===== src/rtl/ptb_pkg.sv =====
package ptb_pkg;

  localparam int unsigned TIMERS    = 16;
  localparam int unsigned ID_BITS   = 4;
  localparam int unsigned TIME_BITS = 32;
  localparam int unsigned WAIT_BITS = 32;
  localparam int unsigned MARGIN_BITS = 8;
  localparam logic [MARGIN_BITS-1:0] MARGIN_RESET = 8'd2;
  localparam int unsigned QUEUE_DEPTH = 2;

  typedef enum logic [1:0] {
    ACT_ADD  = 2'd0,
    ACT_REM  = 2'd1,
    ACT_SET  = 2'd2,
    ACT_TICK = 2'd3
  } action_t;

  typedef enum logic [1:0] {
    KIND_FIRED = 2'd0,
    KIND_SUM   = 2'd1,
    KIND_ACK   = 2'd2
  } kind_t;

  typedef enum logic [1:0] {
    ST_IDLE,
    ST_SCAN,
    ST_SUM
  } state_t;

  // classified command handed from front to back
  typedef struct packed {
    action_t              act;
    logic [ID_BITS-1:0]   id;
    logic [TIME_BITS-1:0] period;
    logic                 run;
  } cmd_t;

  // a is at or before b, modulo 2^TIME_BITS
  function automatic logic time_le(input logic [TIME_BITS-1:0] a,
                                   input logic [TIME_BITS-1:0] b);
    logic [TIME_BITS-1:0] d;
    d = a - b;
    return (d == '0) || d[TIME_BITS-1];
  endfunction

endpackage


===== src/rtl/ptb_front.sv =====
module ptb_front
  import ptb_pkg::*;
(
  input  logic                      clk,
  input  logic                      rst,
  input  logic                      in_valid,
  output logic                      in_ready,
  input  logic [1:0]                action,
  input  logic [ID_BITS-1:0]        timer_id,
  input  logic [TIME_BITS-1:0]      period,
  input  logic                      run,
  output logic                      q_valid,
  input  logic                      q_ready,
  output ptb_pkg::cmd_t             q_cmd
);

  cmd_t       mem [QUEUE_DEPTH];
  logic       wptr, rptr;
  logic [1:0] count;
  logic       push, pop;

  assign in_ready = (count != 2'(QUEUE_DEPTH));
  assign q_valid  = (count != 2'd0);
  assign push     = in_valid && in_ready;
  assign pop      = q_valid && q_ready;
  assign q_cmd    = mem[rptr];

  // queue storage
  always_ff @(posedge clk) begin
    if (push) begin
      mem[wptr] <= '{act: action_t'(action), id: timer_id, period: period, run: run};
    end
  end

  // queue pointers
  always_ff @(posedge clk) begin
    if (rst) begin
      wptr  <= 1'b0;
      rptr  <= 1'b0;
      count <= 2'd0;
    end else begin
      if (push) wptr <= ~wptr;
      if (pop) rptr <= ~rptr;
      count <= count + 2'(push) - 2'(pop);
    end
  end

  assert property (@(posedge clk) disable iff (rst) count <= 2'(QUEUE_DEPTH))
    else $error("queue overflow");
  assert property (@(posedge clk) disable iff (rst)
    (count == 2'd0) |-> !pop) else $error("pop from empty queue");
  assert property (@(posedge clk) disable iff (rst)
    (push && !pop) |=> (count == $past(count) + 2'd1)) else $error("count slip");

endmodule


===== src/rtl/ptb_back.sv =====
module ptb_back
  import ptb_pkg::*;
(
  input  logic                         clk,
  input  logic                         rst,
  input  logic                         q_valid,
  output logic                         q_ready,
  input  ptb_pkg::cmd_t                q_cmd,
  input  logic [ptb_pkg::MARGIN_BITS-1:0] margin,
  output logic                         out_valid,
  input  logic                         out_ready,
  output logic [1:0]                   kind,
  output logic [ptb_pkg::ID_BITS-1:0]  fired_id,
  output logic [ptb_pkg::ID_BITS-1:0]  next_id,
  output logic [ptb_pkg::WAIT_BITS-1:0] wait_ms,
  output logic                         any_timers,
  output logic                         status,
  output logic                         last
);

  logic [TIMERS-1:0]    slot_valid, slot_running;
  logic [TIME_BITS-1:0] slot_period [TIMERS];
  logic [TIME_BITS-1:0] slot_due [TIMERS];
  logic [TIME_BITS-1:0] now_ms, now_ms_next;

  state_t state, state_next;
  logic [ID_BITS-1:0]   idx;
  logic [TIME_BITS-1:0] limit;
  logic                 found;
  logic [ID_BITS-1:0]   best;
  logic [TIME_BITS-1:0] best_due;

  logic out_free;
  logic take;
  logic [TIME_BITS-1:0] cur_due, new_due;
  logic [TIME_BITS-1:0] diff_best;
  logic hit;
  logic [TIMERS-1:0] valid_after;
  logic [TIME_BITS-1:0] wait_calc;

  assign out_free = !out_valid || out_ready;
  assign take     = (state == ST_IDLE) && q_valid && out_free;
  assign q_ready  = take;
  assign now_ms_next = now_ms + TIME_BITS'(1);

  assign cur_due = slot_due[idx];
  assign hit     = slot_valid[idx] && time_le(cur_due, limit);
  assign new_due = (hit && slot_running[idx]) ? cur_due + slot_period[idx] : cur_due;

  // new due strictly before the best so far when the difference is negative
  assign diff_best = new_due - best_due;

  // valid set after a command
  always_comb begin
    valid_after = slot_valid;
    if (q_cmd.act == ACT_ADD) valid_after[q_cmd.id] = 1'b1;
    else if (q_cmd.act == ACT_REM) valid_after[q_cmd.id] = 1'b0;
  end

  assign wait_calc = time_le(best_due, now_ms) ? '0 : best_due - now_ms;

  // next state
  always_comb begin
    state_next = state;
    case (state)
      ST_IDLE: if (take && q_cmd.act == ACT_TICK) state_next = ST_SCAN;
      ST_SCAN: if (out_free && idx == ID_BITS'(TIMERS - 1)) state_next = ST_SUM;
      ST_SUM:  if (out_free) state_next = ST_IDLE;
      default: state_next = ST_IDLE;
    endcase
  end

  always_ff @(posedge clk) begin
    if (rst) state <= ST_IDLE;
    else state <= state_next;
  end

  // slot table and clock
  always_ff @(posedge clk) begin
    if (rst) begin
      slot_valid   <= '0;
      slot_running <= '0;
      now_ms       <= '0;
    end else if (take) begin
      case (q_cmd.act)
        ACT_ADD: begin
          slot_valid[q_cmd.id]   <= 1'b1;
          slot_running[q_cmd.id] <= q_cmd.run;
        end
        ACT_REM: begin
          slot_valid[q_cmd.id]   <= 1'b0;
          slot_running[q_cmd.id] <= 1'b0;
        end
        ACT_SET: if (slot_valid[q_cmd.id]) slot_running[q_cmd.id] <= q_cmd.run;
        ACT_TICK: now_ms <= now_ms_next;
        default: ;
      endcase
    end
  end

  // payload of the slot table
  always_ff @(posedge clk) begin
    if (take && q_cmd.act == ACT_ADD) begin
      slot_period[q_cmd.id] <= q_cmd.period;
      slot_due[q_cmd.id]    <= now_ms + q_cmd.period;
    end else if (state == ST_SCAN && out_free) begin
      slot_due[idx] <= new_due;
    end
  end

  // scan counter and earliest search
  always_ff @(posedge clk) begin
    if (take) begin
      idx   <= '0;
      limit <= now_ms_next + TIME_BITS'(margin);
      found <= 1'b0;
      best  <= '0;
    end else if (state == ST_SCAN && out_free) begin
      idx <= idx + ID_BITS'(1);
      if (slot_valid[idx] && (!found || diff_best[TIME_BITS-1])) begin
        found    <= 1'b1;
        best     <= idx;
        best_due <= new_due;
      end
    end
  end

  // result register
  always_ff @(posedge clk) begin
    if (rst) begin
      out_valid <= 1'b0;
    end else if (take && q_cmd.act != ACT_TICK) begin
      out_valid <= 1'b1;
    end else if (state == ST_SCAN && out_free) begin
      out_valid <= hit;
    end else if (state == ST_SUM && out_free) begin
      out_valid <= 1'b1;
    end else if (out_ready) begin
      out_valid <= 1'b0;
    end
  end

  always_ff @(posedge clk) begin
    if (take && q_cmd.act != ACT_TICK) begin
      kind       <= KIND_ACK;
      fired_id   <= '0;
      next_id    <= '0;
      wait_ms    <= '0;
      any_timers <= |valid_after;
      status     <= (q_cmd.act != ACT_ADD) && !slot_valid[q_cmd.id];
      last       <= 1'b1;
    end else if (state == ST_SCAN && out_free) begin
      kind       <= KIND_FIRED;
      fired_id   <= idx;
      next_id    <= '0;
      wait_ms    <= '0;
      any_timers <= |slot_valid;
      status     <= 1'b0;
      last       <= 1'b0;
    end else if (state == ST_SUM && out_free) begin
      kind       <= KIND_SUM;
      fired_id   <= '0;
      next_id    <= best;
      wait_ms    <= found ? wait_calc : '0;
      any_timers <= |slot_valid;
      status     <= 1'b0;
      last       <= 1'b1;
    end
  end

  assert property (@(posedge clk) disable iff (rst)
    (out_valid && !out_ready) |=> out_valid) else $error("result dropped");
  assert property (@(posedge clk) disable iff (rst)
    q_ready |-> (state == ST_IDLE)) else $error("command taken while busy");
  assert property (@(posedge clk) disable iff (rst)
    (state == ST_SUM && out_free) |=> (out_valid && last)) else $error("summary lost");

endmodule


===== src/rtl/periodic_timer_bank_top.sv =====
// channel  | handshake              | payload
// cfg      | cfg_valid / cfg_ready  | cfg_data (early_margin)
// in       | in_valid / in_ready    | action, timer_id, period, run
// out      | out_valid / out_ready  | kind, fired_id, next_id, wait_ms, any_timers, status, last
//
// add, remove and set each give one acknowledge.
// a tick steps through every slot in the scan unit, firing each due slot, then gives the summary.
// a two-entry command queue decouples the input from the scan engine.
// output stalls hold the scan in place; rst is synchronous and clears all slots.
module periodic_timer_bank_top
  import ptb_pkg::*;
(
  input  logic                          clk,
  input  logic                          rst,
  input  logic                          cfg_valid,
  output logic                          cfg_ready,
  input  logic [ptb_pkg::MARGIN_BITS-1:0] cfg_data,
  input  logic                          in_valid,
  output logic                          in_ready,
  input  logic [1:0]                    action,
  input  logic [ptb_pkg::ID_BITS-1:0]   timer_id,
  input  logic [ptb_pkg::TIME_BITS-1:0] period,
  input  logic                          run,
  output logic                          out_valid,
  input  logic                          out_ready,
  output logic [1:0]                    kind,
  output logic [ptb_pkg::ID_BITS-1:0]   fired_id,
  output logic [ptb_pkg::ID_BITS-1:0]   next_id,
  output logic [ptb_pkg::WAIT_BITS-1:0] wait_ms,
  output logic                          any_timers,
  output logic                          status,
  output logic                          last
);

  logic [MARGIN_BITS-1:0] early_margin;
  logic q_valid, q_ready;
  cmd_t q_cmd;

  assign cfg_ready = 1'b1;

  // margin register
  always_ff @(posedge clk) begin
    if (rst) early_margin <= MARGIN_RESET;
    else if (cfg_valid) early_margin <= cfg_data;
  end

  ptb_front u_front (
    .clk, .rst, .in_valid, .in_ready, .action, .timer_id, .period, .run,
    .q_valid, .q_ready, .q_cmd
  );

  ptb_back u_back (
    .clk, .rst, .q_valid, .q_ready, .q_cmd, .margin(early_margin),
    .out_valid, .out_ready, .kind, .fired_id, .next_id, .wait_ms,
    .any_timers, .status, .last
  );

endmodule

===== config.mk =====
export PLATFORM = sky130hd
export DESIGN_NAME = periodic_timer_bank_top
export DESIGN_NICKNAME = d
export VERILOG_FILES = /design/src/rtl/ptb_pkg.sv /design/src/rtl/ptb_front.sv /design/src/rtl/ptb_back.sv /design/src/rtl/periodic_timer_bank_top.sv
export SDC_FILE = /design/constraint.sdc
export NUM_CORES = 2
export LEC_CHECK = 0
export BUFFER_PORTS_ARGS = -buffer_cell sky130_fd_sc_hd__buf_2
export CAP_MARGIN = 10
export CORE_ASPECT_RATIO = 0.5
export CORE_MARGIN = 2
export CORE_UTILIZATION = 35
export CTS_CLUSTER_SIZE = 16
export DETAILED_ROUTE_END_ITERATION = 16
export PLACE_DENSITY = 0.49
export SYNTH_ARGS = -nofsm -noshare
export SYNTH_HDL_FRONTEND = slang
export SYNTH_SLANG_ARGS = --single-unit

===== constraint.sdc =====
create_clock -name clk -period 10.1 [get_ports clk]
set_clock_uncertainty 0.1 [all_clocks]
set_input_delay 2.02 -clock clk [delete_from_list [all_inputs] [get_ports clk]]
set_output_delay 2.02 -clock clk [all_outputs]
set_load 0.02 [all_outputs]

**After elaboration in Yosys (flattened, before gate mapping)**

Memory sizes are Yosys's and may differ from the RTL's. A register that Yosys moved wholly into a read port is not among the register bits.
Cells that the tools add are included.
Widths: inputs -> output; s select.

- Flip-flop bits (word level): 197
- RAM bits: 1102
- Input port bits: 52
- Output and inout bits: 48
- Word-level logic and storage cells: 153
- Memories kept: 3

- Add/subtract/negate cells: 10
- Magnitude comparators: 3
- Equality and inequality tests: 12
- Muxes and demuxes: 53
- Bitwise logic cells: 7
- Reductions and logical operators: 43

Memories:

| name | depth | bits a word | read ports | clocked after memory_dff | wr ports | line | text |
|---|---|---|---|---|---|---|---|
| u_back.slot_due | 16 | 32 | 1 | 1 | 1 | ptb_back.sv:23 | `logic [TIME_BITS-1:0] slot_due [TIMERS];` |
| u_back.slot_period | 16 | 32 | 1 | 1 | 1 | ptb_back.sv:22 | `logic [TIME_BITS-1:0] slot_period [TIMERS];` |
| u_front.mem | 2 | 39 | 1 | 1 | 1 | ptb_front.sv:17 | `cmd_t mem [QUEUE_DEPTH];` |

Operators with widths:

| cell | number |
|---|---|
| $mux 32 | 4 |
| $sub 32x32->32 | 3 |
| $add 32x32->32 | 2 |
| $logic_not 32->1 | 2 |
| $mux 16 | 3 |
| $pmux 16 s3 | 1 |
| $add 32x1->32 const B | 1 |
| $add 32x8->32 | 1 |
| $and 16x16->16 | 2 |
| $pmux 16 s2 | 1 |
| $reduce_or 16->1 | 2 |
| $reduce_or 32->1 | 1 |
| $mux 4 | 7 |
| $mux 1 | 26 |
| $bwmux 16 | 1 |
| $not 16->16 | 1 |
| $or 16x16->16 | 1 |
| $logic_and 1x1->1 | 15 |
| $bmux 1 s4 | 3 |
| $lt 4x5->1 const B | 2 |
| $mux 2 | 5 |
| $reduce_and 3->1 | 3 |
| $reduce_bool 2->1 | 4 |
| $eq 2x2->1 const B | 3 |
| 18 further kinds | 34 |

**Logic depth before layout (Yosys ltp)**

- Depth in word-level cells: 10
- Gate-level depth with buffers: 36
- Depth with buffers taken out: 32

**Hierarchy**

A second synthesis with hierarchy kept.

- Cells, all modules: 3663
- Area total of the unflattened synthesis: 58346.0 um2

Modules (own cells, without submodules):

| module | times used | cells each | area each (um2) | sequential area each (um2) |
|---|---|---|---|---|
| ptb_back | 1 | 3485 | 54961.5 | 35193.8 |
| ptb_front | 1 | 150 | 3083.0 | 2442.3 |
| periodic_timer_bank_top | 1 | 28 | 301.5 | 160.2 |

**Least setup slack after synthesis**

No wires, ideal clock.

- Path type: reg2reg
- From: reg (tool-made name)
- To: reg u_back.best_due[0], enable pin
- Setup time: 0.441 ns
- Arrival: 10.416 ns
- Required time: 9.559 ns
- Slack: -0.856 ns
- Cell stages (with the launch flop): 36
- Path buffers: 6
- Clock period less this slack: 10.956 ns
- Cell sequence: dfxtp_1 buf_2 buf_2 buf_1 buf_1 mux4_2 mux4_2 ha_1 buf_4 and3_2 a21boi_2 a41o_1 o41a_1 o31ai_2 o21ai_2 xnor2_2 a2111oi_4 a31oi_4 nor2_4 buf_2 mux2_2 ha_1 a21o_1 a21o_1 a21oi_1 nor2b_1 o21ai_0 nand2b_1 a21oi_1 nor2b_1 o21ai_0 a31oi_1 mux2i_1 a21boi_0 nand3_1 a31oi_1

RTL lines:

| element | line | text |
|---|---|---|
| end signal: assignment | ptb_back.sv:123 | `best_due <= new_due;` |
| end: declaration | ptb_back.sv:31 | `logic [TIME_BITS-1:0] best_due;` |

==> summary.txt <==
Floorplanning
  • Initial core utilization: a little over a third
  • Rows: about 110
  • Total die area: 171,000 sq um
  • Core area: 167,000 sq um
  • Die span in y: 293 um
  • Die width: 582 um
  • Top Ports: 100

Critical path
  • Worst EP arrival: 9680 ps
  • Most frequent CP cell: a21oi_1
  • R2r worst-path depth: 32
  • Reg2reg end: u_back.best_due[5]
  • Reg2Reg Setup Slack: 750 ps
  • CP Launch Type: flip-flop
  • CP Capture Type: flip-flop
  • WS Path Type: reg -> reg
  • Critical path capture point: u_back.best_due[5]
  • Max FO, Critical Path: 60
  • Slowest stage delay, CP: 580 ps
  • Worst path slowest cell: mux4_2
  • WP data required: ~10,000 ps

Final layout
  • Commonest non-fill, non-tap cell in the layout: edfxtp_1
  • Area Overhead vs Synth: 13.6%
  • Share of layout cells above drive strength 1: around 22%
  • Final Instance Area: 66,500 sq um
  • Fin nets: 4,087
  • Most frequent cells in the layout: 1,168 x edfxtp_1, 326 x mux4_2, 209 x nor2_1, 189 x nand2_1, 177 x a21oi_1
  • Final Non-Filler Cells: 6,189

CTS
  • Cts bufs inserted: around 120
  • Hold Buf Count CTS: 0
  • CTS HTree Levels: 3
  • CTS sink count: 1,304
  • Clk_lat worst skew: about 760 ps
  • Post-CTS Resized: 0
  • Root Buffer: clkbuf_16
  • CTS tree: built
  • Post-CTS setup buffer count: 0
  • Bufs on Longest Clock Path: 3
  • Clock transition at the registers of the reported paths: 60 ps

Route
  • Detailed Routing Iterations Pass 1: 5
  • Via count: 33.8k
  • Drt via density: 5.47
  • Iter 0 DRT Violations: 3,311
  • # DRC: 0
  • Wire per inst: around 27 um
  • Routed WL: 167,000 um
  • Routed Antenna Nets: 0

Timing
  • Setup TNS: 0 ps
  • Count of final setup violators: 0
  • Final Cycle Share: 92.5%
  • Max-slew violations: 0
  • Worst slew margin: between 10% and 20%
  • Highest clock rate: 107 MHz
  • Worst Tran Pin Value: 1330 ps
  • Fin crit period: 9350 ps
  • RSZ-0062 raised after global routing: no
  • Fin. Hold Viols: 0

Global routing
  • Gr ovfl total: 0
  • Antenna violations before repair: 14
  • Pin count of the biggest net entering global routing: 99
  • Global-route wire length before repair: 238,000 um
  • Vias in the first global route: 33.6k
  • Total GRT Usage: 19.4%

Yosys
  • Asr flop ratio synth: 0%
  • Cell variety after synth: between 100 and 150
  • Register bit total from synthesis: 1,304
  • Compound-gate portion of the synthesized area: 6.36%
  • Synthesized area per cell: ~16 sq um
  • Post-synth EDFFs: around 1.2k
  • Post-Synthesis Cells: ~3.7k
  • Post-Syn Nets: 3,906
  • Mapped Area: approximately 58,000 sq um
  • Post-synthesis simple-gate area fraction: 6.01%
  • Largest family of logic cells by synthesized area: multiplexers
  • Post-Synth Adder-Cell Area: 3.74%
  • XOR/XNOR share of the synthesized area: 2.74%
  • Seq/Total Area, Yosys: 64.6%
  • Top_reg_cell synth: edfxtp_1
  • Synthesis Warnings: 0
  • Mux contribution to synthesized area: 14.5%

Power
  • Clock power share: 27.7%
  • VDD IR max: 0.167 mV
  • Switch Pwr: 0.00582 W
  • P_int: 0.0114 W
  • Sequential Power Share: 40.2%
  • Combinational power share: 32.1%
  • Pwr/cell area: 259 nW/um^2
  • Lkg Pwr: 21.7 nW
  • Sw Share: 33.8%

Job
  • # Max-Cap Violations: 0

Outcome
  • Outcome: complete, no violations

Placement
  • Gp weighted congestion: ~0.92
  • DP Wirelength: 108,000 um
  • Area of placed instances: ~62,000 sq um
  • Post-Place Cells: 5,950
  • Input/output buffers: 98

Min path
  • Tightest Hold Check Type: reg -> reg
critical path: cells and delay by family, from the launching register on:
kind                     cells  cell delay (ps)
adder cells (fa/ha/maj)      2              590
buffers and inverters        3              960
multiplexers                 4             1870
AND/OR/NAND/NOR             10             1880
AO/OA/AOI/OAI               13             3060
flip-flops                   1              440
power by group through the flow:
stage          registers (W)  clock network (W)  logic, W
3_3_place_gp         0.00704                  0   0.00546
4_1_cts              0.00693            0.00489   0.00551
2_1_floorplan        0.00698                  0   0.00358
6_report             0.00692            0.00477   0.00552
5_1_grt              0.00695            0.00510   0.00596
3_5_place_dp         0.00705                  0   0.00549
cell usage after synthesis, types with 5 or more instances:
master	number	area (sq um)
a211oi_1	12	90.1
a21boi_0	7	52.6
a21o_1	41	308
a21oi_1	180	901
a22o_1	32	280
a31o_2	5	43.8
a31oi_1	26	163
and2_1	14	87.6
and3_1	18	113
and4_1	6	52.6
buf_1	32	120
buf_2	6	30.0
clkbuf_1	103	387
dfxtp_1	136	2720
edfxtp_1	1168	35100
fa_1	5	100
ha_1	167	2090
inv_1	148	556
mux2_2	62	698
mux2i_1	33	330
mux4_2	326	7340
nand2_1	190	713
nand2b_1	23	144
nand3_1	53	265
nand4_1	28	175
nor2_1	237	890
nor2b_1	28	175
nor3_1	53	265
nor4_1	18	113
o2111ai_1	7	61.3
o211ai_1	9	67.6
o21a_1	26	195
o21ai_0	117	586
o21ai_1	6	30.0
o21bai_1	21	158
o22ai_1	5	31.3
o31ai_1	6	45.0
or3_1	24	150
or4_1	5	37.5
xnor2_1	130	1140
xor2_1	48	420
state kept, by name, indices dropped and copies added, names as in the netlist, 8 cells and up, named ones only:
| name | count |
|---|---|
| u_back.slot_due | 512 |
| u_back.best_due | 32 |
| u_back.now_ms | 32 |
| u_back.wait_ms | 32 |
| u_front.mem | 78 |
| u_back.slot_period | 512 |
| u_back.slot_running | 16 |
| u_back.limit | 32 |
| early_margin | 8 |
layout make-up:
type                       count  area [sq um]
antenna                        6          15.0
clock buffer                 150          3240
clock inverter                79           887
fill                       15200        100000
inverter                     150           563
multi-input combinational   2078         19800
sequential                  1304         37800
tap                         2214          2770
timing repair buffer         208          1410
per-layer routing:
metal | global-route usage (%) | wire, um | up-vias
li1 | - | - | 14900
met1 | 29.1 | 79300 | 17800
met2 | 29.2 | 73600 | 960
met3 | 3.80 | 11000 | 185
met4 | 3.98 | 3330 | 4
met5 | 0 | 24 | -
kinds of logic (layout without fill, tap and decap cells):
kind of cell / Yosys count / after routing
buffers and inverters: 300 / 587
AND/OR/NAND/NOR: 730 / 730
AO/OA/AOI/OAI: 570 / 570
multiplexers: 425 / 425
adder cells (fa/ha/maj): 172 / 172
flip-flops: 1304 / 1304
other: 1 / 7
XOR/XNOR: 180 / 180
how the worst min path moves through the flow:
| stage | start | end | slack [ps] | depth (start not counted) |
|---|---|---|---|---|
| floorplan | u_back.best[2] | u_back.next_id[2] | 340 | 2 |
| global placement | u_back.wait_ms[31] | u_back.wait_ms[31] | 340 | 1 |
| detailed placement | u_back.wait_ms[31] | u_back.wait_ms[31] | 340 | 1 |
| CTS | u_back.fired_id[1] | u_back.fired_id[1] | 360 | 2 |
| global route | u_back.wait_ms[31] | u_back.wait_ms[31] | 370 | 1 |
| finish | u_back.fired_id[1] | u_back.fired_id[1] | 350 | 2 |
metrics by stage:
| step | setup WS [ps] | power [W] | utilization (%) | hold WS, ps |
|---|---|---|---|---|
| CTS | 762 | 0.0173 | 39.9 | 356 |
| global placement | 787 | 0.0125 | 37.4 | 336 |
| global route | 238 | 0.0180 | 39.9 | 374 |
| finish | 754 | 0.0172 | 39.9 | 351 |
| floorplan | 279 | 0.0106 | - | 341 |
| detailed placement | 792 | 0.0125 | 37.4 | 341 |
No activity file was read; power rests on OpenSTA's default activity.
